[config.mk]
export PLATFORM = sky130hd
export DESIGN_NAME = sctt_front
export DESIGN_NICKNAME = d
export VERILOG_FILES = /design/src/hdl/sctt_pkg.sv /design/src/hdl/sctt_front.sv
export SDC_FILE = /design/constraint.sdc
export NUM_CORES = 1
export LEC_CHECK = 0
export BUFFER_PORTS_ARGS = -buffer_cell sky130_fd_sc_hd__buf_2
export CAP_MARGIN = 20
export CORE_ASPECT_RATIO = 0.5
export CORE_MARGIN = 2
export CORE_UTILIZATION = 60
export CTS_BUF_LIST = sky130_fd_sc_hd__clkbuf_2 sky130_fd_sc_hd__clkbuf_4 sky130_fd_sc_hd__clkbuf_8
export CTS_CLUSTER_SIZE = 12
export DETAILED_ROUTE_END_ITERATION = 8
export HOLD_SLACK_MARGIN = 0.1
export PLACE_DENSITY = 0.8
export RECOVER_POWER = 25
export SETUP_SLACK_MARGIN = 0.1
export SYNTH_ARGS = -nofsm -noshare
export SYNTH_HDL_FRONTEND = slang
export SYNTH_SLANG_ARGS = --single-unit
[constraint.sdc]
create_clock -name clk -period 5.55 [get_ports clk]
set_input_delay 0.555 -clock clk [delete_from_list [all_inputs] [get_ports clk]]
set_output_delay 0.555 -clock clk [all_outputs]
set_load 0.02 [all_outputs]
[src/hdl/sctt_pkg.sv]
// ----------------------------------------------------------------------------
// sctt_pkg: shared types and constants for counts-to-temperature/throttle
// Item formats, configuration layout, register indexes and the coolant table.
// ----------------------------------------------------------------------------
package sctt_pkg;

  // converter and sensor scaling
  localparam int COUNT_BITS   = 12;
  localparam int MV_FULL      = 3300;
  localparam int MV_W         = 12;
  localparam int SENS_W       = 14;
  localparam int SENS_MAX     = 16383;
  localparam int TEMP_W       = 8;
  localparam int PCT_W        = 7;
  localparam int PCT_FULL     = 100;

  // queue depths
  localparam int QDEPTH       = 4;
  localparam int ODEPTH       = 32;

  // coolant table, millivolts falling
  localparam int TABLE_POINTS = 8;
  localparam logic [SENS_W-1:0] TBL_MV [TABLE_POINTS] = '{
    14'd4400, 14'd3600, 14'd2700, 14'd1700, 14'd1000, 14'd600, 14'd500, 14'd300
  };
  localparam logic signed [TEMP_W-1:0] TBL_TEMP [TABLE_POINTS] = '{
    -8'sd20, 8'sd0, 8'sd20, 8'sd40, 8'sd60, 8'sd80, 8'sd100, 8'sd120
  };

  // configuration register indexes
  localparam int CFG_IDX_W = 8;
  localparam logic [CFG_IDX_W-1:0] REG_DIV_NUM    = 8'd0;
  localparam logic [CFG_IDX_W-1:0] REG_DIV_DEN    = 8'd1;
  localparam logic [CFG_IDX_W-1:0] REG_THR_CLOSED = 8'd2;
  localparam logic [CFG_IDX_W-1:0] REG_THR_OPEN   = 8'd3;
  localparam int CFG_DATA_W = 16;

  typedef struct packed {
    logic [7:0]        div_num;
    logic [7:0]        div_den;
    logic [SENS_W-1:0] thr_closed;
    logic [SENS_W-1:0] thr_open;
  } cfg_regs_t;

  typedef struct packed {
    logic [COUNT_BITS-1:0] coolant_count;
    logic [COUNT_BITS-1:0] throttle_count;
  } in_item_t;

  typedef struct packed {
    logic signed [TEMP_W-1:0] coolant_celsius;
    logic [PCT_W-1:0]         throttle_percent;
    logic [MV_W-1:0]          coolant_adc_mv;
    logic [MV_W-1:0]          throttle_adc_mv;
  } out_item_t;

  typedef struct packed {
    logic [MV_W-1:0] cmv;
    logic [MV_W-1:0] tmv;
  } mv_pair_t;

endpackage

[src/hdl/sctt_front.sv]
// ----------------------------------------------------------------------------
// sctt_front: request intake and count-to-millivolt conversion
// Scales both counts by full scale and pushes millivolt pairs to the queue.
// ----------------------------------------------------------------------------
module sctt_front (
  input  logic                          clk,
  input  logic                          rst,
  input  logic                          in_valid,
  output logic                          in_ready,
  input  sctt_pkg::in_item_t            in_data,
  input  logic [$clog2(sctt_pkg::QDEPTH+1)-1:0] q_count,
  output logic                          q_push,
  output sctt_pkg::mv_pair_t            q_wdata
);
  import sctt_pkg::*;

  localparam int PW  = COUNT_BITS + MV_W;
  localparam int FS  = (1 << COUNT_BITS) - 1;
  localparam int QCW = $clog2(QDEPTH + 1);

  logic          v1;
  logic [PW-1:0] prod_c;
  logic [PW-1:0] prod_t;
  logic          accept;

  // x / (2^n - 1) by folding the high part back twice and one correction
  function automatic logic [MV_W-1:0] div_fs(input logic [PW-1:0] p);
    logic [MV_W-1:0]       a;
    logic [COUNT_BITS:0]   s1;
    logic                  a2;
    logic [COUNT_BITS:0]   s2;
    logic                  c;
    a  = p[PW-1:COUNT_BITS];
    s1 = (COUNT_BITS+1)'(a) + (COUNT_BITS+1)'(p[COUNT_BITS-1:0]);
    a2 = s1[COUNT_BITS];
    s2 = (COUNT_BITS+1)'(a2) + (COUNT_BITS+1)'(s1[COUNT_BITS-1:0]);
    c  = s2 >= (COUNT_BITS+1)'(FS);
    return a + MV_W'(a2) + MV_W'(c);
  endfunction

  // room in the queue for everything already in flight
  assign in_ready = (QCW+1)'(q_count) + (QCW+1)'(v1) < (QCW+1)'(QDEPTH);
  assign accept   = in_valid && in_ready;

  // product stage
  always_ff @(posedge clk) begin
    if (rst) begin
      v1 <= 1'b0;
    end else begin
      v1 <= accept;
    end
    prod_c <= PW'(in_data.coolant_count) * PW'(MV_FULL);
    prod_t <= PW'(in_data.throttle_count) * PW'(MV_FULL);
  end

  // divide by full scale into the queue
  assign q_push      = v1;
  assign q_wdata.cmv = div_fs(prod_c);
  assign q_wdata.tmv = div_fs(prod_t);
endmodule

# Word-level counts from Yosys, hierarchy flattened
# Cells that the tools add are included.
classes:
  addsub: 9
  mul: 2
  div: 0
  n_lt_le_gt_ge: 3
  eq_ne: 0
  shifts: 0
  n_mux: 0
  bitwise: 0
  n_reduce_logical: 1
ops:
  columns: ["cell", "count"]
  rows:
  - ["adder 12 x 1 -> 12 bit", 4]
  - ["multiplier 12 x 10 -> 22 bit (second input constant)", 2]
  - ["adder 1 x 12 -> 13 bit", 2]
  - ["adder 12 x 12 -> 13 bit", 2]
  - [">= comparator 13 x 12 -> 1 bit (second input constant)", 2]
  - ["adder 3 x 1 -> 4 bit", 1]
  - ["< comparator 4 x 3 -> 1 bit (second input constant)", 1]
  - ["logical AND 1 bit", 1]
totals:
  ff_bits: 45
  latch_bits: 0
  mem_bits_rw: 0
  rom_bits: 0
  in_bits: 30
  output_inout_bits: 26
  elab_cells: 18
  memories: 0

# Depth between registers and ports, before layout
logic_depth:
  depth_word: 4
  mapped_depth: 23
  mapped_depth_nobuf: 23

# Least setup slack after synthesis
# OpenSTA, ideal clock, no wires.
synth_path:
  path_kind: "register to output"
  start: "reg prod_t[14]"
  end: "out q_wdata[6] (netlist bit)"
  arrival_time_ns: 4.628
  required_time_ns: 4.995
  slack_ns: 0.367
  path_stages_with_launch: 22
  path_buffers: 0
  cell_sequence: "dfxtp_1 > ha_1 > fa_1 > a21o_1 > a21oi_1 > o21ai_0 > a31o_2 > a21o_1 > a21o_1 > ha_1 > ha_1 > nand3_1 > nor3_1 > o21ai_0 > a2111oi_0 > nand4_1 > fa_1 > inv_1 > ha_1 > and2_1 > nand4_1 > xnor2_1"
synth_rtl:
  columns: ["item", "line_no", "text"]
  rows:
  - ["from (decl)", "sctt_front.sv:23", "logic [PW-1:0] prod_t;"]
  - ["from (signal assigned)", "sctt_front.sv:53", "prod_t <= PW'(in_data.throttle_count) * PW'(MV_FULL);"]
  - ["to (decl)", "sctt_front.sv:13", "output sctt_pkg::mv_pair_t q_wdata"]

==> impl_metrics.py <==
metrics = {
    "setup_path": {
        "r2r_cells": 2,
        "cp-end-kind": "output pin",
        "cpPeakStageDelay_ns": 0.37,
        "crit_fanout": 4,
        "cp_slowest_cell": "dfxtp_4",
        "critPathKind": "flip-flop to output pin",
        "crit_family": "compound AO/OA/AOI/OAI gates",
        "crit_arrival_ns": 4.68,
        "worst-path-buf-inv": 2,
        "crit_top_cell": "a21o_1",
        "path_cells": "ha_1 > fa_2 > a21o_1 > a21oi_2 > o21ai_2 > a31o_2 > a21o_1 > a21o_1 > ha_2 > ha_4 > nand3_2 > a21oi_2 > a21oi_1 > a2111oi_2 > nand4_1 > fa_2 > inv_2 > ha_4 > and2_4 > nand4_1 > xnor2_1 > buf_4",
        "rr_startpoint": "q_push",
        "r2r_end": "q_push",
        "cp-start-kind": "flip-flop",
        "reg2reg_slack_ns": 4.83,
        "worstPathRequired_ns": 4.99,
    },
    "cts": {
        "clockBufferDepth": 2,
        "htree_levels": 2,
        "cts.sinks": 45,
        "clk_latency_ns": 0.29,
        "path_clk_slew_ns": 0.08,
        "cts_hold_buf": 0,
        "cts_buffers": 5,
        "clock-root-buffer": "clkbuf_8",
        "tritoncts": "done",
    },
    "global_routing": {
        "busiest_layer": "met2",
        "grt_max_degree": 15,
        "antenna_found_initial": 0,
        "grt_pass1_wl_mm": 23.47,
        "grt.total_usage_pct": 23.20,
        "grt_util_met1_pct": 27.95,
        "grt-ovfl-total": 0,
        "globalRouteMet2Util_pct": 44.59,
        "grtUsageMet3_pct": 2.721,
        "grt_pass1_vias": 5260,
    },
    "sta": {
        "slew_headroom_pct": 67.57,
        "maxSlewViolCount": 0,
        "tightest_slew_ns": 0.4742,
        "finClkSkew_ns": 0,
        "fin_tns_setup_ns": 0,
        "fmax_mhz": 191.1,
        "fin_ws_ns": 0.3180,
        "hold_violations": 0,
        "rsz0062_at_grt": "no",
        "fin_crit_ns": 5.232,
        "hold_ws_ns": 0.4164,
        "post-route-period-util_pct": 94.27,
        "finalSetupViolCount": 0,
    },
    "synth": {
        "yosys_warnings": 0,
        "synth_fp_nets": 1023,
        "synth_area_per_cell_sq_um": 9.319,
        "syn_area_sq_um": 7073,
        "synth_seq_cells": 45,
        "ys_seq_area_share_pct": 12.74,
        "synthCells": 759,
        "synth_edf_count": 0,
        "synth.distinct_cells": 57,
        "async_reset_ff_share_pct": 0,
        "synthFlopType": "dfxtp_1",
    },
    "floorplan": {
        "std_cell_rows": 27,
        "die_area_sq_um": 12730,
        "core_sq_um": 11250,
        "die_y_microns": 80.78,
        "pin_count": 56,
        "die_w_microns": 157.5,
        "start_util_pct": 62.87,
    },
    "cells_and_area": {
        "layout-drive-gt1-share_pct": 12.03,
        "design_area_sq_um": 7759,
        "regArea_sq_um": 905.9,
        "final_nets": 1086,
        "multi_input_area_sq_um": 5734,
        "final_cells": 982,
        "n_fill_cell": 889,
        "most-common-layout-cells": "164 x ha_1, 139 x inv_1, 62 x fa_1, 47 x xnor2_1, 45 x buf_2",
        "diodes": 0,
        "final_common_cell": "ha_1",
        "area_growth_pct": 9.694,
    },
    "min_path": {
        "whs_path_depth": 1,
        "hold_class": "input pin to flip-flop",
        "hold_end": "prod_c[3]",
        "worstHoldStart": "in_data[13]",
    },
    "placed_design": {
        "portBuffers": 55,
        "place_inst": 971,
        "pre_cts_slack_ns": 0.1922,
        "dp_hpwl_mm": 12.36,
        "gp_congestion": 0.9095,
        "dpl_cell_area_sq_um": 7546,
    },
    "routing": {
        "drc": 0,
        "routed_wl_mm": 14.28,
        "ant_nets": 0,
        "drt_iter0_drc": 241,
        "wl_per_cell_microns": 14.54,
        "vias": 5436,
        "drtPass1Iterations": 5,
        "via_per_inst": 5.536,
    },
    "pwr": {
        "ir_worst_vdd_mv": 0.2753,
        "power_density_nw_per_um2": 590.6,
        "p_leak_nw": 4.061,
    },
    "outcome": {
        "status": "completed",
    },
    "job": {
        "maxCapViolCount": 0,
    },
}
cell type report:
cell class,instances,share of cell area (%)
multi-input cells,570,73.91
flip-flops and latches,45,11.68
inverters,140,6.773
repair buffers,60,3.967
well taps,159,2.564
clock buffers,5,0.8870
clock inverters,3,0.2258
layer usage:
metal | part of all wire [%] | routed length [microns]
met5 | 0 | 0
met4 | 1.6 | 233
met3 | 3.0 | 432
met2 | 50 | 7203
met1 | 45 | 6411
cell families after synthesis:
kind of cell             share of synthesized area [%]
adder cells (fa/ha/maj)                          48.40
multiplexers                                    0.1415
XOR/XNOR                                         7.925
AO/OA/AOI/OAI                                    13.18
AND/OR/NAND/NOR                                  9.959
buffers and inverters                            7.660
flip-flops                                       12.74
state kept, by name, indices dropped and copies added (netlist names):
signal / cells
q_push: 1
prod_t: 22
prod_c: 22
synthesized netlist by cell type, types with 6 or more instances:
cell type / instances / area, sq um
xor2_1: 17 / 148.9
xnor2_1: 47 / 411.6
o21ai_0: 22 / 110.1
nor2b_1: 9 / 56.30
fa_1: 66 / 1321
inv_1: 140 / 525.5
nand4_1: 7 / 43.79
ha_1: 168 / 2102
a21oi_1: 36 / 180.2
o21a_1: 8 / 60.06
a21o_1: 17 / 127.6
dfxtp_1: 45 / 900.9
nand3_1: 12 / 60.06
o21bai_1: 9 / 67.56
nor3_1: 13 / 65.06
nand2_1: 29 / 108.9
nand2b_1: 6 / 37.54
nor2_1: 23 / 86.33
power breakdown:
| part | switching [mW] | internal [mW] | total [mW] |
|---|---|---|---|
| Combinational | 2.06 | 1.68 | 3.74 |
| Sequential | 0.149 | 0.498 | 0.646 |
| Clock | 0.108 | 0.0869 | 0.195 |
| Total | 2.32 | 2.27 | 4.58 |
worst register-to-register path, cell delays in order, from the launching register on:
cell     delay, ns
dfxtp_1       0.32
a31oi_1       0.18
and3b_1       0.17
what timing repair did:
action                                  in CTS  in global routing
buffers inserted                             1                  2
resized for setup                           10                 23
endpoints found under the setup margin      11                 19
pin swaps                                    3                  6
worst max path at each step:
stage	start	end	slack, ns	depth (start not counted)
finish	prod_t[14]	q_wdata[6]	0.32	22
global route	prod_t[14]	q_wdata[11]	0.06	22
global placement	prod_t[14]	q_wdata[6]	0.38	22
floorplan	prod_t[14]	q_wdata[6]	0.37	21
detailed placement	prod_t[14]	q_wdata[6]	0.19	22
CTS	prod_t[14]	q_wdata[6]	0.10	22
through the flow:
stage | util [%] | power, mW
6_report | 68.97 | 4.582
5_1_grt | 68.97 | 5.061
4_1_cts | 68.08 | 4.471
3_5_place_dp | 67.08 | 4.222
3_3_place_gp | 67.08 | 4.128
2_1_floorplan | - | 3.438
Power figures use the tool's default switching activity.
