File: config.mk
export PLATFORM = sky130hd
export DESIGN_NAME = sctt_fifo
export DESIGN_NICKNAME = d
export VERILOG_FILES = /design/src/hdl/sctt_fifo.sv
export SDC_FILE = /design/constraint.sdc
export NUM_CORES = 1
export LEC_CHECK = 0
export BUFFER_PORTS_ARGS = -buffer_cell sky130_fd_sc_hd__buf_4
export CORE_ASPECT_RATIO = 1.4
export CORE_UTILIZATION = 45
export DETAILED_ROUTE_END_ITERATION = 8
export PLACE_DENSITY = 0.67
export SETUP_SLACK_MARGIN = 0.5
export SLEW_MARGIN = 20
export SYNTH_ARGS = -nofsm -noshare
export SYNTH_HDL_FRONTEND = slang
export SYNTH_SLANG_ARGS = --single-unit
export TNS_END_PERCENT = 5
File: constraint.sdc
create_clock -name clk -period 2.8 [get_ports clk]
set_clock_uncertainty 0.15 [all_clocks]
set_input_delay 0.56 -clock clk [delete_from_list [all_inputs] [get_ports clk]]
set_output_delay 0.56 -clock clk [all_outputs]
set_load 0.01 [all_outputs]
File: src/hdl/sctt_fifo.sv
// ----------------------------------------------------------------------------
// sctt_fifo: small synchronous fifo
// Register array with read/write pointers and an occupancy count.
// ----------------------------------------------------------------------------
module sctt_fifo #(
  parameter int W     = 8,
  parameter int DEPTH = 4
) (
  input  logic                       clk,
  input  logic                       rst,
  input  logic                       push,
  input  logic [W-1:0]               wdata,
  input  logic                       pop,
  output logic [W-1:0]               rdata,
  output logic [$clog2(DEPTH+1)-1:0] count
);
  localparam int AW = $clog2(DEPTH);

  logic [W-1:0]  mem [DEPTH];
  logic [AW-1:0] wr_ptr;
  logic [AW-1:0] rd_ptr;

  // storage
  always_ff @(posedge clk) begin
    if (push) begin
      mem[wr_ptr] <= wdata;
    end
  end

  assign rdata = mem[rd_ptr];

  // pointers and count
  always_ff @(posedge clk) begin
    if (rst) begin
      wr_ptr <= '0;
      rd_ptr <= '0;
      count  <= '0;
    end else begin
      if (push) wr_ptr <= wr_ptr + 1'b1;
      if (pop)  rd_ptr <= rd_ptr + 1'b1;
      count <= count + ($clog2(DEPTH+1))'(push) - ($clog2(DEPTH+1))'(pop);
    end
  end
endmodule

**Yosys cells after proc, flatten, opt, wreduce, memory -nomap -nowiden**

Memory sizes are Yosys's and may differ from the RTL's. A register that Yosys moved wholly into a read port is not among the register bits.
Index checks and enable logic that the tools add are counted.

- Register bits: 7
- Output and inout port bits: 11
- Input bits: 12
- Word-level logic and storage cells: 12
- Bits in writable memories: 32
- Memories: 1

- Mux-type cells: 4
- $add $sub $neg: 4

Memory list:

| name | depth | width | rd ports | clocked after Yosys merged registers in | write ports | RTL line | source |
|---|---|---|---|---|---|---|---|
| mem | 4 | 8 | 1 | 1 | 1 | 19 | `logic [W-1:0] mem [DEPTH];` |

Operator list:

| operator | number |
|---|---|
| adder 2 x 1 -> 2 bit (second input constant) | 2 |
| two-way mux 2 bit | 2 |
| adder 3 x 1 -> 3 bit | 1 |
| subtractor 3 x 1 -> 3 bit | 1 |
| two-way mux 1 bit | 2 |

**Depth between registers and ports, before layout**

Gate-level depths: netlist (run 1).

- Depth in word-level cells: 3
- Depth in mapped cells: 7
- Gate-level depth less buffers: 7

**Worst setup path after synthesis (run 1)**

No wires, ideal clock.

- Kind: input to register
- Start point: input pop
- End point: register count[2]
- Data required time: 2586 ps
- Stages on the path: 6
- Slack: 774 ps
- Path buffers: 0
- Library setup time: 64 ps
- Data arrival time: 1811 ps
- Cell sequence: ha_1 > inv_1 > ha_1 > fa_1 > xor3_1 > nor2_1

- Longest elaborated chain between the ends: 1

RTL lines:

| element | RTL line | source |
|---|---|---|
| start: declaration | 13 | `input logic pop,` |
| subtractor 3 x 1 -> 3 bit | 41 | `count <= count + ($clog2(DEPTH+1))'(push) - ($clog2(DEPTH+1))'(pop);` |
| end signal: assignment | 41 |  |
| end: declaration | 15 | `output logic [$clog2(DEPTH+1)-1:0] count` |

Every way passes these cells.
A chain may end at the register's enable or synchronous reset.

==> results by group, run 1 <==
Place
  – DP Wirelength: 1.69 mm
  – Placer Congestion: 0.684
  – Post-placement cell area: 0.00178 sq mm
  – # placed instances: 142
  – # port buffers: 22

Global route
  – Initial antenna violation count: 0
  – Gr usage total: 14.9%
  – GRT Residual Overflow: 0
  – Global-route wire length before repair: 3.69 mm
  – Vias in the first global route: 816
  – Largest net degree at the start of global routing: 14

Synthesis
  – Post-synthesis register bit count: 41
  – Synth area leader: edfxtp_1
  – Cell Area, Synth: 0.00159 sq mm
  – Distinct cells, synth: 17
  – Synth warn: 0
  – Syn nets: 101
  – Post-synthesis area per instance: 19.3 sq um
  – Synth top area share: 60.6%
  – Syn Inst Count: 82
  – Register area share after synthesis: 72.0%
  – Largest cells by area after synthesis: edfxtp_1, dfxtp_1, mux4_2

Status
  – Outcome: finished, final reports clean

Clocking
  – Deepest clock path buffer count: 2
  – Sink Count: 41
  – Clk slew on worst S/H paths: 0.08 ns
  – Clock root buffer: clkbuf_8
  – Setup bufs post-CTS: 0
  – CTS tree: done
  – Clock Latency Late Sink: 0.28 ns
  – CTS H-Tree Depth: 2
  – CTS buffer count: 5

STA
  – Fin crit share: 76.4%
  – Fin. Hold Viols: 0
  – RSZ-0062 raised after global routing: false
  – Final min period: 2.14 ns
  – Slew headroom: 70.9%
  – Max Transition Viols Final: 0
  – Hold Slack: 0.323 ns
  – Setup violators final: 0
  – Setup total negative slack: 0 ns
  – Worst slew pin tran: 0.436 ns
  – Max Clk Rate: 467 MHz

Hold path
  – HP Start: wdata[3]
  – Hold crit path type: in -> reg
  – Hold path cells: 1
  – Hold Path Sink: mem[2][3]$_DFFE_PP_

Worst setup path
  – Crit. End Element: primary output
  – Worst Setup Start Kind: register
  – Required @ worst endpoint: 2.09 ns
  – Reg2reg end: count[2]$_SDFF_PP0_
  – Reg-to-reg slack, setup: 0.92 ns
  – CP Class: reg -> out
  – Arrival time at the worst endpoint: 1.43 ns
  – Worst-path fanout max: 8
  – Reg-to-Reg Start: count[0]$_SDFF_PP0_
  – R2R cell count: 7

Power
  – Sequential share of power: 56.9%
  – Max VDD drop: 0.000470 V
  – Clock power frac: 28.5%
  – Cell-internal power: 984 uW
  – Leak: 0.000693 uW
  – Cell Pwr Density: 682 mW/mm^2
  – Net Sw Frac: 23.0%
  – NetSw: 294 uW
  – Comb power frac: 14.7%

Floorplanning
  – Die width: 52.2 um
  – Die Span Y: 72.2 um
  – Initial Utilization: 46.9%
  – FP Rows: 25
  – I/O pin cnt: 23
  – Core box area: 0.00338 sq mm
  – Die ar.: 0.00377 sq mm

Run
  – Max Cap Viol: 0

Route
  – Highest metal used: met4
  – DRC: 0
  – Post-DRT Antenna Nets: 0
  – Post-Route WL: 2.36 mm
  – WL/cell: 15.7 um
  – Drt first pass iters: 4
  – Detail-routed via count per cell: 5.04
  – Routed met1 length: 946 um
  – Metal2 WL: 1.28 mm
  – Starting DRC count in detailed routing: 20
  – Met3 WL: 85 um
  – Via count: 756

Final layout
  – Commonest non-fill, non-tap cell in the layout: edfxtp_1
  – Layout cells sized above 1: 36.4%
  – Non-Filler Instances: 150
  – Nets: 128
  – N_diodes: 0
  – Layout area overhead: 18.2%
  – Fin area: 0.00187 sq mm
  – Most frequent cells in the layout: edfxtp_1, buf_4, mux4_2, dfxtp_1
==> area by class of cell <==
| cell class | count | area (sq um) |
|---|---|---|
| clock buffer | 5 | 68.8 |
| sequential | 41 | 1140 |
| tap | 40 | 50.0 |
| clock inverter | 3 | 17.5 |
| timing repair buffer | 22 | 165 |
| multi-input combinational | 33 | 405 |
| inverter | 6 | 22.5 |
| fill | 273 | 1500 |
==> power by group through the flow <==
stage                     logic, uW  registers, uW  clock network [uW]
after detailed placement        190            742                   0
after CTS                       191            729                 374
after floorplan                 118            732                   0
after global routing            208            732                 396
after global placement          186            739                   0
final                           187            727                 364
==> logic make-up after synthesis <==
logic type / Yosys count / share of synthesized area [%]
buffers and inverters: 8 / 2.45
multiplexers: 9 / 12.0
AND/OR/NAND/NOR: 12 / 4.03
adder cells (fa/ha/maj): 7 / 6.00
AO/OA/AOI/OAI: 2 / 0.947
XOR/XNOR: 3 / 2.60
flip-flops: 41 / 72.0
==> worst max-delay path by stage <==
stage | start | to | slack, ns | cells after the start
CTS | register | rdata[6] | 0.52 | 2
global placement | pop | count[2]$_SDFF_PP0_ | 0.62 | 7
detailed placement | pop | count[2]$_SDFF_PP0_ | 0.59 | 7
floorplan | pop | count[2]$_SDFF_PP0_ | 0.77 | 6
finish | register | rdata[6] | 0.66 | 2
global route | register | rdata[6] | 0.60 | 2
==> through the flow <==
step	utilization (%)	power, uW	setup WS [ns]
final	55.5	1280	0.660
after global routing	55.5	1340	0.599
after CTS	55.4	1290	0.521
after detailed placement	52.8	932	0.590
after global placement	52.8	925	0.616
after floorplan	-	850	0.774
==> synth_stat cells, drive strengths merged <==
cell type / number
edfxtp: 32
dfxtp: 9
mux4: 8
ha: 6
inv: 6
nor2: 5
and2: 4
nor2b: 2
xnor2: 2
a21bo: 1
a21oi: 1
buf: 1
clkbuf: 1
fa: 1
mux2i: 1
nand3b: 1
xor3: 1
==> critical path: stages (launching register included) <==
cell,delay [ns]
dfxtp_4,0.45
mux4_2,0.53
buf_4,0.16
==> sequential cells by signal (all words and copies together), names as in the netlist, named ones only <==
signal / flops
rd_ptr: 2
wr_ptr: 2
count: 3
mem: 32
==> timing repair <==
action / CTS / global route
endpoints found under the setup margin: 8 / 3
hold buffers: 0 / 0
resized for setup: 1 / 1
pin swaps: 0 / 0
gates cloned: 0 / 0
==> layer usage <==
| metal | global-route usage (%) | vias up |
|---|---|---|
| li1 | - | 357 |
| met1 | 15.3 | 373 |
| met2 | 25.9 | 21 |
| met3 | 3.77 | 5 |
| met4 | 9.65 | 0 |
| met5 | 0 | - |
(Power assumes the default switching activity.)
==> inputs of run 2 (changes only) <==
==> constraint.sdc (replaced) <==
create_clock -name clk -period 2.24 [get_ports clk]
set_clock_uncertainty 0.15 [all_clocks]
set_input_delay 0.448 -clock clk [delete_from_list [all_inputs] [get_ports clk]]
set_output_delay 0.448 -clock clk [all_outputs]
set_load 0.01 [all_outputs]
==> results by group, run 2 (same netlist as run 1, synthesis figures left out) <==
Clocking
  – CTS Hold Buffers Added: 0
  – Sink Count: 41
  – Clock root buffer: clkbuf_8
  – CTS buffer count: 5
  – Cts repair resizes: 5
  – Clock Latency Late Sink: 0.28 ns
  – Setup bufs post-CTS: 0
  – CTS H-Tree Depth: 2
  – CTS tree: done
  – Deepest clock path buffer count: 2
  – Clk slew on worst S/H paths: 0.08 ns

Final layout
  – Commonest non-fill, non-tap cell in the layout: edfxtp_1
  – FF+latch area: 0.00114 sq mm
  – Most frequent cells in the layout: edfxtp_1, buf_4, mux4_2, dfxtp_1
  – Largest register FFs: 32
  – Register bank with the most flops: mem
  – Nets: 129
  – Regs by FF count: mem (32), count (3)
  – N_diodes: 0
  – Layout cells sized above 1: 37.8%
  – Core Util, Final: 57.4%
  – Multi-input logic area: 410 sq um
  – Layout area overhead: 22.3%
  – Fill cell count: 266
  – Non-Filler Instances: 151

Worst setup path
  – Max stage delay on crit path: 0.52 ns
  – Arrival time at the worst endpoint: 1.43 ns
  – CP max stage cell: mux4_2
  – CP Class: reg -> out
  – Buf/Inv on CP: 2
  – Crit path max-delay family: multiplexers
  – Required @ worst endpoint: 1.64 ns
  – Worst Setup Start Kind: register
  – Reg-to-Reg Start: count[0]$_SDFF_PP0_
  – Cells along the critical path: buf_12, mux4_2, buf_6
  – Crit. End Element: primary output
  – Worst-path fanout max: 8

Route
  – Post-Route WL: 2.30 mm
  – Starting DRC count in detailed routing: 6
  – Via count: 763
  – Drt first pass iters: 3
  – DRC: 0
  – Post-DRT Antenna Nets: 0
  – Detail-routed via count per cell: 5.05
  – WL/cell: 15.2 um

Power
  – Max VDD drop: 0.000882 V
  – Leak: 0.000714 uW
  – NetSw: 364 uW
  – Cell Pwr Density: 906 mW/mm^2
  – Clock power frac: 34.0%
  – Sequential share of power: 51.4%
  – Comb power frac: 14.6%
  – Cell-internal power: 1390 uW
  – Net Sw Frac: 20.7%

STA
  – Max Clk Rate: 493 MHz
  – Max Transition Viols Final: 0
  – Fin. Hold Viols: 0
  – Setup total negative slack: 0 ns
  – Final min period: 2.03 ns
  – Worst slew pin tran: 0.429 ns
  – Setup violators final: 0
  – Fin crit share: 90.5%
  – Slew headroom: 71.4%
  – RSZ-0062 raised after global routing: true

Global route
  – Largest net degree at the start of global routing: 13
  – Global-route wire length before repair: 3.59 mm
  – GRT Residual Overflow: 0
  – Gr usage total: 14.1%
  – Vias in the first global route: 777
  – Initial antenna violation count: 0

Run
  – Max Cap Viol: 0

Floorplanning
  – Core box area: 0.00338 sq mm
  – Initial Utilization: 46.9%
  – I/O pin cnt: 23
  – Die width: 52.2 um
  – Die ar.: 0.00377 sq mm
  – Die Span Y: 72.2 um
  – FP Rows: 25

Place
  – DP Wirelength: 1.57 mm
  – Placer Congestion: 0.648
  – # placed instances: 143
  – # port buffers: 22

Hold path
  – Hold crit path type: in -> reg
  – HP Start: wdata[4]

Status
  – Outcome: finished, final reports clean
==> run 2: cell count changes in the layout (fill, tap and decap cells not counted), sizes merged <==
cell,delta
bufinv,+1
buf,+1
clkbuf,+2
clkinv,-2
clkinvlp,-1
==> run 2: area by class of cell <==
class / instances / share of cell area, %
clock buffers: 7 / 4.45
flip-flops and latches: 41 / 58.9
multi-input cells: 33 / 21.2
well taps: 40 / 2.58
inverters: 6 / 1.16
clock inverters: 1 / 1.55
repair buffers: 23 / 10.1
==> run 2: per-stage QoR <==
step	power, uW	cell area (sq um)	setup slack, ns	hold slack [ns]
detailed placement	1170	1800	0.336	0.389
global route	1830	1940	0.167	0.202
floorplan	1070	1590	0.502	0.342
CTS	1770	1930	0.189	0.203
finish	1760	1940	0.214	0.212
global placement	1160	1800	0.344	0.361
==> run 2: final timing paths <==
kind | depth (start not counted) | slack, ns | endpoint
max reg2reg | 7 | 0.58 | count[2]$_SDFF_PP0_
max | 3 | 0.21 | rdata[4]
min | 1 | 0.21 | mem[2][4]$_DFFE_PP_
min reg2reg | 2 | 0.41 | register
==> run 2: power groups by stage <==
stage,clock network (uW),registers (uW),logic [uW]
2_1_floorplan,0,916,150
3_3_place_gp,0,915,245
3_5_place_dp,0,919,251
4_1_cts,609,903,258
5_1_grt,641,908,281
6_report,596,903,257
==> run 2: per-layer routing <==
metal,vias to the layer above,part of all wire [%],global-route usage (%)
met5,-,0,0
met4,0,2.1,9.65
met3,5,3.9,3.98
met2,21,53,22.9
met1,376,41,15.8
li1,361,-,-
