### config.mk
export PLATFORM = sky130hd
export DESIGN_NAME = sctt_back
export DESIGN_NICKNAME = d
export VERILOG_FILES = /design/src/hdl/sctt_pkg.sv /design/src/hdl/sctt_fifo.sv /design/src/hdl/sctt_div.sv /design/src/hdl/sctt_back.sv
export SDC_FILE = /design/constraint.sdc
export NUM_CORES = 2
export LEC_CHECK = 0
export BUFFER_PORTS_ARGS = -buffer_cell sky130_fd_sc_hd__buf_2
export CORE_AREA = 4 4 569 571
export CTS_CLUSTER_DIAMETER = 40
export DETAILED_ROUTE_END_ITERATION = 8
export DIE_AREA = 0 0 573 575
export GPL_TIMING_DRIVEN = 0
export PLACE_DENSITY = 0.65
export SLEW_MARGIN = 10
export SYNTH_ARGS = -nofsm -noshare
export SYNTH_HDL_FRONTEND = slang
export SYNTH_HIERARCHICAL = 1
export SYNTH_MEMORY_MAX_BITS = 65536
export SYNTH_SLANG_ARGS = --single-unit
export TNS_END_PERCENT = 20
### constraint.sdc
create_clock -name clk -period 5.9 [get_ports clk]
set_clock_uncertainty 0.1 [all_clocks]
set_input_delay 0.295 -clock clk [delete_from_list [all_inputs] [get_ports clk]]
set_output_delay 0.295 -clock clk [all_outputs]
set_load 0.02 [all_outputs]
### src/hdl/sctt_pkg.sv
// ----------------------------------------------------------------------------
// sctt_pkg: shared types and constants for counts-to-temperature/throttle
// Item formats, configuration layout, register indexes and the coolant table.
// ----------------------------------------------------------------------------
package sctt_pkg;

  // converter and sensor scaling
  localparam int COUNT_BITS   = 12;
  localparam int MV_FULL      = 3300;
  localparam int MV_W         = 12;
  localparam int SENS_W       = 14;
  localparam int SENS_MAX     = 16383;
  localparam int TEMP_W       = 8;
  localparam int PCT_W        = 7;
  localparam int PCT_FULL     = 100;

  // queue depths
  localparam int QDEPTH       = 4;
  localparam int ODEPTH       = 32;

  // coolant table, millivolts falling
  localparam int TABLE_POINTS = 8;
  localparam logic [SENS_W-1:0] TBL_MV [TABLE_POINTS] = '{
    14'd4400, 14'd3600, 14'd2700, 14'd1700, 14'd1000, 14'd600, 14'd500, 14'd300
  };
  localparam logic signed [TEMP_W-1:0] TBL_TEMP [TABLE_POINTS] = '{
    -8'sd20, 8'sd0, 8'sd20, 8'sd40, 8'sd60, 8'sd80, 8'sd100, 8'sd120
  };

  // configuration register indexes
  localparam int CFG_IDX_W = 8;
  localparam logic [CFG_IDX_W-1:0] REG_DIV_NUM    = 8'd0;
  localparam logic [CFG_IDX_W-1:0] REG_DIV_DEN    = 8'd1;
  localparam logic [CFG_IDX_W-1:0] REG_THR_CLOSED = 8'd2;
  localparam logic [CFG_IDX_W-1:0] REG_THR_OPEN   = 8'd3;
  localparam int CFG_DATA_W = 16;

  typedef struct packed {
    logic [7:0]        div_num;
    logic [7:0]        div_den;
    logic [SENS_W-1:0] thr_closed;
    logic [SENS_W-1:0] thr_open;
  } cfg_regs_t;

  typedef struct packed {
    logic [COUNT_BITS-1:0] coolant_count;
    logic [COUNT_BITS-1:0] throttle_count;
  } in_item_t;

  typedef struct packed {
    logic signed [TEMP_W-1:0] coolant_celsius;
    logic [PCT_W-1:0]         throttle_percent;
    logic [MV_W-1:0]          coolant_adc_mv;
    logic [MV_W-1:0]          throttle_adc_mv;
  } out_item_t;

  typedef struct packed {
    logic [MV_W-1:0] cmv;
    logic [MV_W-1:0] tmv;
  } mv_pair_t;

endpackage

### src/hdl/sctt_fifo.sv
// ----------------------------------------------------------------------------
// sctt_fifo: small synchronous fifo
// Register array with read/write pointers and an occupancy count.
// ----------------------------------------------------------------------------
module sctt_fifo #(
  parameter int W     = 8,
  parameter int DEPTH = 4
) (
  input  logic                       clk,
  input  logic                       rst,
  input  logic                       push,
  input  logic [W-1:0]               wdata,
  input  logic                       pop,
  output logic [W-1:0]               rdata,
  output logic [$clog2(DEPTH+1)-1:0] count
);
  localparam int AW = $clog2(DEPTH);

  logic [W-1:0]  mem [DEPTH];
  logic [AW-1:0] wr_ptr;
  logic [AW-1:0] rd_ptr;

  // storage
  always_ff @(posedge clk) begin
    if (push) begin
      mem[wr_ptr] <= wdata;
    end
  end

  assign rdata = mem[rd_ptr];

  // pointers and count
  always_ff @(posedge clk) begin
    if (rst) begin
      wr_ptr <= '0;
      rd_ptr <= '0;
      count  <= '0;
    end else begin
      if (push) wr_ptr <= wr_ptr + 1'b1;
      if (pop)  rd_ptr <= rd_ptr + 1'b1;
      count <= count + ($clog2(DEPTH+1))'(push) - ($clog2(DEPTH+1))'(pop);
    end
  end
endmodule

### src/hdl/sctt_div.sv
// ----------------------------------------------------------------------------
// sctt_div: pipelined restoring divider
// One quotient bit per stage, sideband data travels alongside.
// ----------------------------------------------------------------------------
module sctt_div #(
  parameter int NW = 20,
  parameter int DW = 8,
  parameter int QW = 8,
  parameter int SW = 1
) (
  input  logic          clk,
  input  logic [NW-1:0] num_in,
  input  logic [DW-1:0] den_in,
  input  logic [SW-1:0] side_in,
  output logic [QW-1:0] quo_out,
  output logic [SW-1:0] side_out
);
  localparam int XW = NW + QW;

  logic [NW-1:0] rem_r  [QW-1];
  logic [DW-1:0] den_r  [QW-1];
  logic [QW-1:0] quo_r  [QW];
  logic [SW-1:0] side_r [QW];

  for (genvar k = 0; k < QW; k++) begin : g_stage
    localparam int SH = QW - 1 - k;
    logic [NW-1:0] rem_i;
    logic [DW-1:0] den_i;
    logic [QW-1:0] quo_i;
    logic [SW-1:0] side_i;
    logic [XW-1:0] rem_x;
    logic [XW-1:0] den_x;
    logic          take;

    if (k == 0) begin : g_first
      assign rem_i  = num_in;
      assign den_i  = den_in;
      assign quo_i  = '0;
      assign side_i = side_in;
    end else begin : g_next
      assign rem_i  = rem_r[k-1];
      assign den_i  = den_r[k-1];
      assign quo_i  = quo_r[k-1];
      assign side_i = side_r[k-1];
    end

    // trial subtract of the shifted divisor
    assign rem_x = XW'(rem_i);
    assign den_x = XW'(den_i) << SH;
    assign take  = rem_x >= den_x;

    always_ff @(posedge clk) begin
      quo_r[k]  <= {quo_i[QW-2:0], take};
      side_r[k] <= side_i;
    end

    if (k < QW - 1) begin : g_rem
      always_ff @(posedge clk) begin
        rem_r[k] <= take ? NW'(rem_x - den_x) : rem_i;
        den_r[k] <= den_i;
      end
    end
  end

  assign quo_out  = quo_r[QW-1];
  assign side_out = side_r[QW-1];
endmodule

### src/hdl/sctt_back.sv
// ----------------------------------------------------------------------------
// sctt_back: divider correction, table interpolation and throttle percent
// Fixed-latency pipeline, credit-controlled against the output fifo.
// ----------------------------------------------------------------------------
module sctt_back (
  input  logic                                  clk,
  input  logic                                  rst,
  input  sctt_pkg::cfg_regs_t                   cfg,
  input  logic [$clog2(sctt_pkg::QDEPTH+1)-1:0] q_count,
  input  sctt_pkg::mv_pair_t                    q_rdata,
  output logic                                  q_pop,
  output logic                                  out_valid,
  input  logic                                  out_ready,
  output sctt_pkg::out_item_t                   out_data
);
  import sctt_pkg::*;

  localparam int PRW  = MV_W + 8;
  localparam int S_QW = PRW;
  localparam int F_QW = 8;
  localparam int CNW  = SENS_W + 8;
  localparam int TNW  = SENS_W + 7;
  localparam int LAT  = 2 + S_QW + F_QW;
  localparam int OCW  = $clog2(ODEPTH + 1);
  localparam int CSW  = TEMP_W + 1 + 2 * MV_W;

  logic             pop_ok;
  logic [LAT-1:0]   vpipe;
  logic [OCW-1:0]   inflight;
  logic [OCW-1:0]   ocount;
  logic             owrite;
  logic             opop;
  out_item_t        owdata;

  logic [PRW-1:0]   b1_pc;
  logic [PRW-1:0]   b1_pt;
  logic [7:0]       b1_den;
  logic [MV_W-1:0]  b1_cmv;
  logic [MV_W-1:0]  b1_tmv;

  logic [S_QW-1:0]  s_qc;
  logic [S_QW-1:0]  s_qt;
  logic [MV_W-1:0]  s_cmv;
  logic [MV_W-1:0]  s_tmv;
  logic [SENS_W-1:0] sc;
  logic [SENS_W-1:0] st;

  logic [TEMP_W-1:0] c_base, c_base_r;
  logic              c_neg, c_neg_r;
  logic [CNW-1:0]    c_dvd, c_dvd_r;
  logic [SENS_W-1:0] c_dvs, c_dvs_r;
  logic [PCT_W-1:0]  t_base, t_base_r;
  logic [TNW-1:0]    t_dvd, t_dvd_r;
  logic [SENS_W-1:0] t_dvs, t_dvs_r;
  logic [MV_W-1:0]   f_cmv, f_tmv;

  logic [F_QW-1:0]   qc;
  logic [F_QW-1:0]   qt;
  logic [CSW-1:0]    c_side;
  logic [TEMP_W-1:0] e_base;
  logic              e_neg;
  logic [MV_W-1:0]   e_cmv, e_tmv;
  logic [PCT_W-1:0]  e_tbase;
  logic signed [TEMP_W+1:0] temp_sum;

  // issue when an output slot is reserved for the request
  assign pop_ok = (OCW+1)'(inflight) + (OCW+1)'(ocount) < (OCW+1)'(ODEPTH);
  assign q_pop  = (q_count != '0) && pop_ok;

  always_ff @(posedge clk) begin
    if (rst) begin
      vpipe    <= '0;
      inflight <= '0;
    end else begin
      vpipe    <= {vpipe[LAT-2:0], q_pop};
      inflight <= inflight + OCW'(q_pop) - OCW'(owrite);
    end
  end

  // divider ratio products
  always_ff @(posedge clk) begin
    b1_pc  <= PRW'(q_rdata.cmv) * PRW'(cfg.div_num);
    b1_pt  <= PRW'(q_rdata.tmv) * PRW'(cfg.div_num);
    b1_den <= (cfg.div_den == 8'd0) ? 8'd1 : cfg.div_den;
    b1_cmv <= q_rdata.cmv;
    b1_tmv <= q_rdata.tmv;
  end

  sctt_div #(.NW(PRW), .DW(8), .QW(S_QW), .SW(MV_W)) u_div_sc (
    .clk(clk), .num_in(b1_pc), .den_in(b1_den), .side_in(b1_cmv),
    .quo_out(s_qc), .side_out(s_cmv)
  );

  sctt_div #(.NW(PRW), .DW(8), .QW(S_QW), .SW(MV_W)) u_div_st (
    .clk(clk), .num_in(b1_pt), .den_in(b1_den), .side_in(b1_tmv),
    .quo_out(s_qt), .side_out(s_tmv)
  );

  // sensor-side saturation
  assign sc = (s_qc > S_QW'(SENS_MAX)) ? SENS_W'(SENS_MAX) : s_qc[SENS_W-1:0];
  assign st = (s_qt > S_QW'(SENS_MAX)) ? SENS_W'(SENS_MAX) : s_qt[SENS_W-1:0];

  // coolant segment select and interpolation setup
  always_comb begin
    logic              found;
    logic signed [TEMP_W:0] dt;
    logic [TEMP_W:0]   mag;
    logic [SENS_W-1:0] dv;
    logic [SENS_W-1:0] off;
    found  = 1'b0;
    c_base = TBL_TEMP[TABLE_POINTS-1];
    c_neg  = 1'b0;
    c_dvd  = '0;
    c_dvs  = SENS_W'(1);
    dt     = '0;
    mag    = '0;
    dv     = '0;
    off    = '0;
    if (sc >= TBL_MV[0]) begin
      c_base = TBL_TEMP[0];
    end else if (sc <= TBL_MV[TABLE_POINTS-1]) begin
      c_base = TBL_TEMP[TABLE_POINTS-1];
    end else begin
      for (int i = 0; i < TABLE_POINTS - 1; i++) begin
        if (!found && sc <= TBL_MV[i] && sc >= TBL_MV[i+1]) begin
          found  = 1'b1;
          dv     = TBL_MV[i] - TBL_MV[i+1];
          dt     = (TEMP_W+1)'(TBL_TEMP[i+1]) - (TEMP_W+1)'(TBL_TEMP[i]);
          mag    = dt[TEMP_W] ? (TEMP_W+1)'(-dt) : dt;
          off    = TBL_MV[i] - sc;
          c_base = TBL_TEMP[i];
          c_neg  = dt[TEMP_W];
          if (dv != '0) begin
            c_dvd = CNW'(off) * CNW'(mag[TEMP_W-1:0]);
            c_dvs = dv;
          end
        end
      end
    end
  end

  // throttle region select
  always_comb begin
    t_base = '0;
    t_dvd  = '0;
    t_dvs  = SENS_W'(1);
    if (st <= cfg.thr_closed) begin
      t_base = '0;
    end else if (st >= cfg.thr_open) begin
      t_base = PCT_W'(PCT_FULL);
    end else begin
      t_dvd = TNW'(st - cfg.thr_closed) * TNW'(PCT_FULL);
      t_dvs = cfg.thr_open - cfg.thr_closed;
    end
  end

  always_ff @(posedge clk) begin
    c_base_r <= c_base;
    c_neg_r  <= c_neg;
    c_dvd_r  <= c_dvd;
    c_dvs_r  <= c_dvs;
    t_base_r <= t_base;
    t_dvd_r  <= t_dvd;
    t_dvs_r  <= t_dvs;
    f_cmv    <= s_cmv;
    f_tmv    <= s_tmv;
  end

  sctt_div #(.NW(CNW), .DW(SENS_W), .QW(F_QW), .SW(CSW)) u_div_c (
    .clk(clk), .num_in(c_dvd_r), .den_in(c_dvs_r),
    .side_in({c_base_r, c_neg_r, f_cmv, f_tmv}),
    .quo_out(qc), .side_out(c_side)
  );

  sctt_div #(.NW(TNW), .DW(SENS_W), .QW(F_QW), .SW(PCT_W)) u_div_t (
    .clk(clk), .num_in(t_dvd_r), .den_in(t_dvs_r), .side_in(t_base_r),
    .quo_out(qt), .side_out(e_tbase)
  );

  // final sums
  assign {e_base, e_neg, e_cmv, e_tmv} = c_side;
  assign temp_sum = (TEMP_W+2)'($signed(e_base))
                  + (e_neg ? -$signed({2'b00, qc}) : $signed({2'b00, qc}));

  assign owrite                  = vpipe[LAT-1];
  assign owdata.coolant_celsius  = temp_sum[TEMP_W-1:0];
  assign owdata.throttle_percent = e_tbase + qt[PCT_W-1:0];
  assign owdata.coolant_adc_mv   = e_cmv;
  assign owdata.throttle_adc_mv  = e_tmv;

  // result skid fifo
  assign out_valid = ocount != '0;
  assign opop      = out_valid && out_ready;

  sctt_fifo #(.W($bits(out_item_t)), .DEPTH(ODEPTH)) u_ofifo (
    .clk(clk), .rst(rst), .push(owrite), .wdata(owdata),
    .pop(opop), .rdata(out_data), .count(ocount)
  );

  a_credit_bound: assert property (@(posedge clk) disable iff (rst)
    (OCW+1)'(inflight) + (OCW+1)'(ocount) <= (OCW+1)'(ODEPTH))
    else $error("in-flight requests exceed output fifo room");

  a_no_overflow: assert property (@(posedge clk) disable iff (rst)
    owrite |-> (ocount != OCW'(ODEPTH)) || opop)
    else $error("result written into full output fifo");

  a_pop_nonempty: assert property (@(posedge clk) disable iff (rst)
    q_pop |-> q_count != '0)
    else $error("pop from empty queue");

  a_pct_range: assert property (@(posedge clk) disable iff (rst)
    owrite |-> owdata.throttle_percent <= PCT_W'(PCT_FULL))
    else $error("throttle percent above full scale");
endmodule

Word level (Yosys, flattened, before mapping)

Memory sizes are Yosys's and may differ from the RTL's. A register that Yosys moved wholly into a read port is not among the register bits.
Index checks and enable logic that the tools add are counted.

Muxes and demuxes: 100
Divide/modulo/power cells: 0
Bitwise operators: 0
Order comparisons: 77
$mul: 10
Shift-type cells: 0
Reduce and logical (&&, ||, !) cells: 30
$add $sub $neg: 71
Equality and inequality tests: 0

Operator list:

| cell                    | number |
|---|---|
| $mux W20                | 38 |
| $sub A20 B20 Y20        | 16 |
| $mux W22                | 7 |
| $mux W21                | 7 |
| $mux W19                | 7 |
| $mul A14 B3 Y17 const B | 7 |
| $mux W8                 | 11 |
| $ge A20 B27 Y1          | 2 |
| $ge A20 B26 Y1          | 2 |
| $ge A20 B25 Y1          | 2 |
| $ge A20 B24 Y1          | 2 |
| $ge A20 B23 Y1          | 2 |
| $ge A20 B22 Y1          | 2 |
| $ge A20 B21 Y1          | 2 |
| $ge A20 B10 Y1          | 2 |
| $ge A20 B11 Y1          | 2 |
| $ge A20 B12 Y1          | 2 |
| $ge A20 B13 Y1          | 2 |
| $ge A20 B14 Y1          | 2 |
| $ge A20 B15 Y1          | 2 |
| $ge A20 B16 Y1          | 2 |
| $ge A20 B17 Y1          | 2 |
| $ge A20 B18 Y1          | 2 |
| $ge A20 B19 Y1          | 2 |
| 90 further kinds        | 161 |

Bits in writable memories: 4537
Memory bits (read-only): 0
Bits in latches: 0
Bits in registers: 210
Memories: 17
Output and inout bits: 41

Memory list:

| name             | words | width | rd ports | clocked after memory_dff | write ports | RTL line        | text |
|---|---|---|---|---|---|---|---|
| u_ofifo.mem      | 32    | 39    | 1        | 1                        | 1           | sctt_fifo.sv:19 | `logic [W-1:0] mem [DEPTH];` |
| u_div_sc.quo_r   | 20    | 20    | 20       | 0                        | 20          | sctt_div.sv:22  | `logic [QW-1:0] quo_r [QW];` |
| u_div_st.quo_r   | 20    | 20    | 20       | 0                        | 20          | sctt_div.sv:22  |  |
| u_div_sc.rem_r   | 19    | 20    | 19       | 0                        | 19          | sctt_div.sv:20  | `logic [NW-1:0] rem_r [QW-1];` |
| u_div_st.rem_r   | 19    | 20    | 19       | 0                        | 19          | sctt_div.sv:20  |  |
| u_div_c.side_r   | 8     | 33    | 8        | 0                        | 8           | sctt_div.sv:23  | `logic [SW-1:0] side_r [QW];` |
| 11 more memories | n/a   | n/a   | n/a      | n/a                      | n/a         | n/a             |  |

Depth between registers and ports, before layout

An unclocked memory read counts as a cell.

Depth after elaboration: 43
Depth in mapped cells: 26
Depth with buffers taken out: 25

Cells and area by module

Netlist, hierarchy kept.

Modules (own cells, without submodules):

| module               | area an instance (µm²) | seq. area each (µm²) | times used | cells an instance |
|---|---|---|---|---|
| sctt_fifo            | 48751.8                | 37896.3              | 1          | 2438 |
| sctt_div at u_div_st | 28648.7                | 19658.9              | 1          | 2290 |
| sctt_div at u_div_sc | 28474.8                | 19658.9              | 1          | 2289 |
| sctt_back            | 21062.7                | 3963.8               | 1          | 2462 |
| sctt_div at u_div_c  | 18212.5                | 11050.6              | 1          | 1627 |
| sctt_div at u_div_t  | 13724.4                | 6746.5               | 1          | 1381 |

Least setup slack after synthesis

No wires, ideal clock.

Path kind: register to register
Start point: mem u_div_st/quo_r[19][17] in the netlist's numbering
End point: reg t_dvd_r[20]
Cell stages (with the launch flop): 25
Period minus slack after synthesis: 5.296 ns
Slack: 0.604 ns
Required time: 5.676 ns
Arrival time: 5.073 ns
Path buffers: 0
Path through: dfxtp_1 > nor4_1 > nand2_1 > or2_2 > ha_1 > nor2b_1 > o21ai_0 > a21oi_1 > o31a_1 > a21o_1 > a21o_1 > xor2_1 > ha_1 > ha_1 > inv_1 > fa_1 > inv_1 > ha_1 > and3_1 > a21oi_1 > o21ai_0 > o41ai_1 > o21ai_0 > xnor2_1 > nor2_1

RTL lines:

| element                | RTL line         | text |
|---|---|---|
| start: declaration     | sctt_div.sv:22   |  |
| end signal: assignment | sctt_back.sv:163 | `t_dvd_r <= t_dvd;` |
| end: declaration       | sctt_back.sv:53  | `logic [TNW-1:0] t_dvd, t_dvd_r;` |

==> summary.txt <==
Run status
  • Run status: finished, final reports clean

Synth
  • Average instance area after synthesis: approximately 13 µm²
  • Total standard cell area after synthesis: 159000 µm²
  • Yosys warning count: 6
  • Cells after synthesis: approximately 12000

Setup path
  • Total buffers and inverters traversed by the critical path: 4
  • CP cell instances: nor4_4 -> nand2_4 -> buf_2 -> or2_2 -> ha_2 -> or3_1 -> o31a_1 -> a21o_1 -> a21o_1 -> xor2_2 -> ha_1 -> ha_1 -> inv_1 -> fa_1 -> inv_1 -> ha_4 -> and3_1 -> a21oi_2 -> o21ai_2 -> o41ai_2 -> buf_4 -> xor2_1 -> nor2_1
  • Kind of cell adding the most delay to the critical path: adder cells
  • Crit path DAT: 6380 ps
  • Critical path class: reg2reg
  • Slowest-stage cell, CP: fa_1
  • Critical path capture point type: flop
  • Delay of the slowest cell on the worst path: 520 ps
  • CP max FO: 10
  • Required arrival time at the worst endpoint: 6620 ps
  • Startpoint class of the critical path: flop

Placement
  • Detail Placement HPWL: 254 mm
  • Count of input and output buffers: 114
  • GPL Wtd Cong: 0.907
  • Total placed instance area: 166000 µm²

CTS
  • Clock buffer count from CTS: 523
  • Clock tree from TritonCTS: yes
  • H-tree level count: 6
  • Later-pin clock latency in the skew report: between 900 and 1000 ps
  • Maximum buffer depth of the clock tree: 4
  • Clock slew seen by the registers of the worst setup and hold paths: 60 ps
  • Root Buffer: clkbuf_16
  • Total number of clock tree sinks: 4312

Cells and area
  • # fillers: 24954
  • Number of nets in the layout: ~14000
  • Final standard cell utilization of the core: about three fifths
  • Share of layout cells above drive strength 1: approximately 14%
  • Layout-stage area growth over the synthesis result: 17.1%
  • Fin area: 186000 µm²

Timing
  • Final max-slew violation count: 0
  • Period utilization: 96.0%
  • Setup-violating endpoint count in the final report: 0
  • RSZ-0062 raised after global routing: true
  • Transition time at the pin with the least slew margin: 1250 ps
  • FMAX: between 0.15 and 0.2 GHz
  • Shortest period the worst path allows: 5660 ps
  • Relative max-transition margin: around 17%
  • Hold violation count in the final report: 0

Global routing
  • Initial antenna violation count: 10
  • Global route overflow: 0
  • Largest net degree at the start of global routing: 33
  • Total routing usage reported by global routing: 21.0%
  • Global-route wire length before repair: 553 mm
  • Vias in the first global route: 98981

Flow run
  • Max-cap violation count: 0

Pwr
  • Power density normalized to cell area: 587 nW/µm²
  • Clock network power share: 29.1%
  • Net switching fraction of the power: 33.6%
  • Max IR drop VDD: approximately 0.00071 V
  • Reg power frac: 37.0%
  • Net switching power: 36700 µW
  • Lkg Pwr: approximately 0.074 µW
  • Total internal power: 72400 µW
  • Combinational Power Share: 33.9%

Route
  • Detailed-route wire length: 354 mm
  • Number of remaining DRC errors: 0
  • DRT antenna net count: 0
  • Detailed router's first-iteration violation count: 6438
  • Vias per std cell: 5.34
  • Routed wire length per instance: 19.7 µm
  • Drt pass-1 iters: 8
  • Total number of vias: roughly 96000

Floorplan
  • Horiz. Die Dim: 573 µm
  • Die Ht: 575 µm
  • Total Die Area: 329000 µm²
  • Top-level I/O count: 115
  • Placeable core area: about 320000 µm²
  • Starting density of the core: 49.9%
  • Number of rows created at floorplan: 207

Min path
  • Type of the worst min-delay path: in2reg
-- worst reg2reg max path: stages (launching register included) --
cell and delay (ps):
dfxtp_1 320, nor4_4 360, nand2_4 150, buf_2 200
or2_2 310, ha_2 200, or3_1 380, o31a_1 350
a21o_1 190, a21o_1 200, xor2_2 210, ha_1 280
ha_1 280, inv_1 50, fa_1 520, inv_1 60
ha_4 260, and3_1 180, a21oi_2 120, o21ai_2 90
o41ai_2 350, buf_4 180, xor2_1 140, nor2_1 60
-- power groups by stage --
stage	sequential, µW	clock, µW	combinational (µW)
after floorplan	39600	0	26900
after global placement	40900	0	34500
after detailed placement	41000	0	35600
after CTS	40400	32500	36200
after global routing	41000	33800	41200
final	40300	31800	36900
-- layout make-up --
cell class | instances | area (µm²) | area share [%]
Tap cell | 4180 | 5230 | 2.81
Clock inverter | 313 | 3580 | 1.93
Antenna cell | 10 | 25.0 | 0.0135
Sequential cell | 4312 | 98800 | 53.2
Clock buffer | 634 | 14200 | 7.65
Timing Repair Buffer | 305 | 3140 | 1.69
Buffer | 302 | 1370 | 0.736
Multi-Input combinational cell | 6940 | 55900 | 30.1
Inverter | 956 | 3590 | 1.93
-- registers in the layout, summed over array words and instances, names as in the netlist, 28 cells and up, named ones only --
signal	flops
u_ofifo/mem	1248
u_div_sc/rem_r	380
u_div_st/rem_r	380
u_div_c/side_r	264
u_div_sc/side_r	240
u_div_st/side_r	240
u_div_sc/quo_r	210
u_div_st/quo_r	210
u_div_c/rem_r	154
u_div_sc/den_r	152
u_div_st/den_r	152
u_div_t/rem_r	147
u_div_c/den_r	98
u_div_t/den_r	98
u_div_t/side_r	56
u_div_c/quo_r	36
vpipe	30
u_div_t/quo_r	28
-- layer usage --
metal,global-route usage (%),vias to the layer above,wire length [µm],share of wire [%]
met2,36.3,2663,172000,49
met5,0,-,0,0
li1,-,46016,-,-
met3,3.14,804,19300,5.5
met4,8.81,0,14700,4.2
met1,26.3,46334,147000,42
-- path summary, 6_finish.rpt --
| check | from | to | slack (ps) | cells past startpoint |
|---|---|---|---|---|
| worst max register to register | u_div_st/quo_r[19][14] | t_dvd_r[18] | 240 | 23 |
| worst max-delay path | u_div_st/quo_r[19][14] | t_dvd_r[18] | 240 | 23 |
| worst min register to register | u_div_c/side_r[1][1] | u_div_c/side_r[1][34] | 160 | 0 |
| worst min-delay path | q_rdata[23] | b1_cmv[11] | 110 | 2 |
-- cells in the final DEF (no fill, tap or decap), types with 114 or more instances in the layout --
cell and instances:
nor2b_1 230, xnor2_1 324, dfxtp_1 3063, mux2_2 369
a211oi_1 150, nand2_1 559, nor3_1 263, clkbuf_16 537
mux4_2 156, nor4_1 138, nand3_1 114, nor2_1 600
edfxtp_1 1248, o21ai_0 483, a21o_1 169, buf_2 156
clkbuf_1 257, and2_1 120, a21oi_1 479, xor2_1 281
fa_1 196, inv_1 952, ha_1 832
-- timing repair --
| item | CTS | global route |
|---|---|---|
| pin swaps | 10 | 26 |
| gates resized for setup | 59 | 57 |
| endpoints found under the setup margin | 34 | 8 |
| hold buffers | 112 | 0 |
| endpoints found under the hold margin | 112 | 0 |
| setup buffers | 5 | 7 |
-- per-stage QoR --
stage	total power, µW	setup WS (ps)	std cells	TNS (ps)	hold slack (ps)
final	109000	237	17952	0	108
after global routing	116000	-68.6	17952	-139	35.1
after CTS	109000	-19.3	17936	-19.3	0.581
after detailed placement	76500	-2150	16872	-28810	212
after global placement	75400	-2760	16805	-45340	210
after floorplan	66500	604	12511	0	210
(Power assumes the default switching activity.)
